`src/hw/rtl/lsfl_pkg.sv`:
```
package lsfl_pkg;

   localparam int UND_ENTRIES_DEF  = 16;
   localparam int QUAD_ENTRIES_DEF = 16;
   localparam int POS_WIDTH_DEF    = 32;

   // doubled positions: z2 < 2^41, window end z2 + dz < 2^42
   localparam int ZW       = 42;
   localparam int ACC_W    = 106;
   localparam int TAPER_SH = 41;

   localparam logic [1:0] OP_WR_UND  = 2'd0;
   localparam logic [1:0] OP_WR_QUAD = 2'd1;
   localparam logic [1:0] OP_EVAL    = 2'd2;
   localparam logic [1:0] OP_IGNORED = 2'd3;

   localparam int FLAG_NOCUR = 0;
   localparam int FLAG_AIR   = 1;

   typedef enum logic [3:0] {
      ST_IDLE,
      ST_ZMUL,
      ST_ZCAP,
      ST_USCAN,
      ST_KMAG,
      ST_KMAGCAP,
      ST_KPP,
      ST_KFIN,
      ST_QSCAN,
      ST_QLEN,
      ST_GMUL,
      ST_GCAP,
      ST_GDIV,
      ST_GSIGN,
      ST_DONE
   } state_type;

   // doubled length units
   function automatic logic [ZW-1:0] dbl(input logic [31:0] v);
      dbl = {{(ZW-33){1'b0}}, v, 1'b0};
   endfunction

   function automatic logic [31:0] mag32(input logic [31:0] v);
      mag32 = v[31] ? (~v + 32'd1) : v;
   endfunction

endpackage

```
`src/hw/rtl/lsfl_mul.sv`:
```
module lsfl_mul
   import lsfl_pkg::*;
(
   input  logic        clock,
   input  logic [31:0] a,
   input  logic [31:0] b,
   output logic [63:0] prod_ff
);

   logic [63:0] prod_in;

   assign prod_in = 64'(a) * 64'(b);

   always_ff @(posedge clock) begin
      prod_ff <= prod_in;
   end

endmodule

```
`config.mk`:
```
export PLATFORM = sky130hd
export DESIGN_NAME = lsfl_mul
export DESIGN_NICKNAME = d
export VERILOG_FILES = /design/src/hw/rtl/lsfl_pkg.sv /design/src/hw/rtl/lsfl_mul.sv
export SDC_FILE = /design/constraint.sdc
export NUM_CORES = 2
export LEC_CHECK = 0
export BUFFER_PORTS_ARGS = -buffer_cell sky130_fd_sc_hd__buf_2
export CAP_MARGIN = 20
export CORE_MARGIN = 3
export CORE_UTILIZATION = 66
export CTS_BUF_LIST = sky130_fd_sc_hd__clkbuf_8
export DETAILED_ROUTE_END_ITERATION = 10
export GPL_ROUTABILITY_DRIVEN = 0
export PLACE_DENSITY_LB_ADDON = 0.2
export SYNTH_ARGS = -nofsm -noshare
export SYNTH_HDL_FRONTEND = slang
export SYNTH_SLANG_ARGS = --single-unit
export TNS_END_PERCENT = 20
```
`constraint.sdc`:
```
create_clock -name clock -period 11.4 [get_ports clock]
set_clock_uncertainty 0.05 [all_clocks]
set_input_delay 2.28 -clock clock [delete_from_list [all_inputs] [get_ports clock]]
set_output_delay 2.28 -clock clock [all_outputs]
set_load 0.03 [all_outputs]
```
-- Word-level counts from Yosys, hierarchy flattened
Index checks and enable logic that the tools add are counted.
- word-level logic and storage cells: 2
- register bits after elaboration: 64
- output and inout bits: 64
- latch bits: 0
- ROM bits: 0
- bits in writable memories: 0
- memories kept: 0
- add/sub/neg operators: 0
- bitwise operators: 0
- div/mod/pow operators: 0
- multipliers: 1
- eq/ne operators: 0
- reductions and logical operators: 0
- magnitude comparators: 0
- mux-type cells: 0
- shifts and indexed selects: 0
- operators with widths (operator ; number):
    32-bit by 32-bit multiplier with 64-bit output ; 1

-- Longest topological paths before layout
- word-level depth: 1
- gate-level depth with buffers: 29

-- Worst setup path after synthesis
Ideal clock, no wire load.
- path type: input to register
- start point: input port a[25]
- end point: register prod_ff[62]
- data required time: 11.278 ns
- stages: 25
- arrival time: 8.956 ns
- slack: 2.322 ns
- library setup time: 0.072 ns
- cell sequence: clkbuf_1 -> nand2_1 -> fa_1 -> inv_1 -> fa_1 -> inv_1 -> fa_1 -> inv_1 -> fa_1 -> fa_1 -> fa_1 -> fa_1 -> inv_1 -> fa_1 -> inv_1 -> ha_1 -> buf_2 -> nand4_1 -> or4_1 -> or3_1 -> a31oi_1 -> a31o_2 -> a211oi_1 -> o21ai_1 -> xor2_1
- longest elaborated chain between the ends: 1
- RTL lines (what ; RTL line ; RTL):
    start, declared ; lsfl_mul.sv:5 ; input logic [31:0] a,
    32-bit by 32-bit multiplier with 64-bit output ; lsfl_mul.sv:12 ; assign prod_in = 64'(a) * 64'(b);
    via prod_in[62] ; lsfl_mul.sv:10 ; logic [63:0] prod_in;
    end signal, assigned ; lsfl_mul.sv:15 ; prod_ff <= prod_in;
    end, declared ; lsfl_mul.sv:7 ; output logic [63:0] prod_ff
The timed path passes the listed nets, and every way through them passes these cells.

-- Final worst setup path
- start point: input port a[9]
- end point: register prod_ff[62]
The elaborated chain is that of the path after synthesis.

==> impl_metrics.csv <==
group,metric,value,unit
setup_path,crit_path_max_fanout,32,
sta,period_minus_slack,9920,ps
sta,hold_viol,0,
routing,wl_per_cell,20.7,microns
yosys,synth_fp_nets,4982,
clocking,cts_tree,"done",
sta,drv_slew,0,
yosys,yosysSeqAreaShare,3.70,%
sta,slew_headroom,40.1,%
yosys,avgSynthCellArea,9.21,sq um
sta,finalCritPeriodShare,87.0,%
layout,top_regs,"prod_ff: 64 flops",
global_routing,grt_overflow,0,
clocking,post_cts_resize_count,0,
layout,multi_input_comb_area,29200,sq um
clocking,cts-root-buf,"clkbuf_8",
floorplan,die_y,235,microns
yosys,syn_area,34600,sq um
layout,syn2layout_area_growth,2.76,%
setup_path,arrival,10180,ps
setup_path,cp_cell_sequence,"buf_2, nand2_1, fa_1, inv_1, fa_1, fa_1, fa_1, fa_1, fa_1, fa_1, inv_1, fa_1, inv_1, ha_1, nand4_1, or4_1, or3_1, a31oi_1, a31o_2, a211oi_1, o21ai_1, xor2_1",
floorplan,coreArea,51600,sq um
layout,num-nets-final,4907,
setup_path,crit_slowest_cell,"buf_2",
floorplan,initial_core_util,67.1,%
routing,first_pass_iters,5,
layout,top_register,"prod_ff",
clocking,post-cts-setup-buffers,0,
setup_path,cp-end-kind,"register",
layout,fin_util,68.9,%
sta,tns,0,ps
clocking,cts_buffer_depth,2,
place,buffer_ports.inserted,128,
flow_run,cap_violations,0,
clocking,cts_sinks,64,
clocking,cts_made_buffers,9,
run_status,status,"complete, no violations",
clocking,clk_pin_slew,80,ps
yosys,yosys_warnings,0,
layout,drive_gt1_share,4.56,%
routing,ant_nets,0,
floorplan,design.die.area,55300,sq um
sta,setup_viol,0,
sta,tightest_slew,899,ps
routing,vias_per_cell,5.78,
worst_hold_path,hp-class,"in2reg",
floorplan,die_w,235,microns
setup_path,worstPathRequired,11660,ps
yosys,synth_edf_count,0,
floorplan,rows,83,
routing,drc,0,
global_routing,grt_pass1_wl,149000,microns
setup_path,slowest_delay,640,ps
setup_path,worstSetupPathType,"in2reg",
yosys,ys_ff_latch,64,
sta,fmax,0.101,GHz
clocking,cts_hold_buf,0,
routing,via_count,25200,
clocking,cts_max_level,3,
setup_path,path_common_cell,"fa_1",
routing,drt-initial-drc-count,1625,
layout,seqCellArea,1280,sq um
layout,fillers,4085,
yosys,syn_inst,3758,
setup_path,critPathLaunchType,"input port",
routing,finalWirelength,90500,microns
yosys,ys.flop_type,"dfxtp_1",
place,dpl.hpwl,71200,microns
global_routing,grt_pass1_vias,28200,
global_routing,track_usage,34.4,%
sta,rsz0062_at_grt,"false",
global_routing,antenna_found_initial,1,
floorplan,io_pins,129,
layout,largest_register_ffs,64,
yosys,synth_cell_types,56,
worst_hold_path,whs_path_depth,2,
global_routing,grt_max_degree,33,
yosys,async_flop_share,0,%
metal layers:
metal	global-route usage [%]	wire length (microns)	vias to the layer above
li1	-	-	10700
met1	41.9	32400	13100
met2	60.1	46000	1070
met3	5.02	6270	330
met4	17.5	5780	0
met5	0	0	-
cells in the final DEF, fill, tap and decap left out, types with 4 or more instances in the layout:
cell type	netlist	routed
o21ai_0	28	28
and4_1	4	4
o21bai_1	10	10
buf_2	9	128
xor2_1	26	26
dfxtp_1	64	64
nor3_1	5	5
or3_1	5	5
xnor2_1	33	33
buf_4	0	13
fa_1	896	896
a31oi_1	11	11
and3_1	14	14
o21a_1	8	8
and2_1	603	603
clkbuf_8	0	9
a21o_1	37	37
ha_1	263	263
nand3_1	12	12
a211oi_1	4	4
nand2_1	478	478
nor2_1	21	21
a221o_1	4	4
a21oi_1	68	68
inv_1	863	863
nand4_1	24	24
synthesized netlist by cell type, types with 12 or more instances:
cell / n / share of area (%)
nor2_1: 21 / 0.23
a21o_1: 37 / 0.80
nand4_1: 24 / 0.43
o21ai_0: 28 / 0.40
ha_1: 263 / 9.5
nand3_1: 12 / 0.17
nand2_1: 478 / 5.2
a21oi_1: 68 / 0.98
fa_1: 896 / 52
dfxtp_1: 64 / 3.7
xor2_1: 26 / 0.66
xnor2_1: 33 / 0.83
clkbuf_1: 215 / 2.3
and2_1: 603 / 11
inv_1: 863 / 9.4
and3_1: 14 / 0.25
logic make-up after synthesis:
family	synth area share, %
buffers and inverters	11.9
DFF	3.70
muxes	0.0289
and+or+nand+nor	17.7
adders and majority gates	61.3
AOI/OAI and AO/OA	3.92
xor gates and xnor gates	1.49
through the flow:
step                cell area [sq um]  setup slack, ps  hold WS (ps)  std cells
floorplan                       34600             2320          2360       3758
global placement                35400             1370          2660       4352
detailed placement              35400             1240          2670       4352
CTS                             35600             1630          2320       4368
global route                    35600             1170          2340       4368
finish                          35600             1480          2340       4369
area by class of cell:
class / instances / share of cell area (%)
Antenna cell: 1 / 0.00703
Clock buffer: 9 / 0.348
Clock inverter: 7 / 0.295
Inverter: 863 / 9.10
Multi-Input combinational cell: 2604 / 82.2
Sequential cell: 64 / 3.60
Tap cell: 680 / 2.39
Timing Repair Buffer: 141 / 2.07
final timing paths:
path | start | end | slack (ps)
worst max-delay path | a[9] | prod_ff[62]$_DFF_P_ | 1480
worst min-delay path | b[0] | prod_ff[0]$_DFF_P_ | 2340
worst max-delay path, delay by kind of cell:
family | cells | cell delay, ps
adder cells (fa/ha/maj) | 9 | 4520
AO/OA/AOI/OAI | 4 | 1130
buffers and inverters | 4 | 780
XOR/XNOR | 1 | 150
AND/OR/NAND/NOR | 4 | 1300
Power is left out: the tool's default activity adds up to more than one toggle a clock period on the data nets, which glitch-free logic cannot reach.
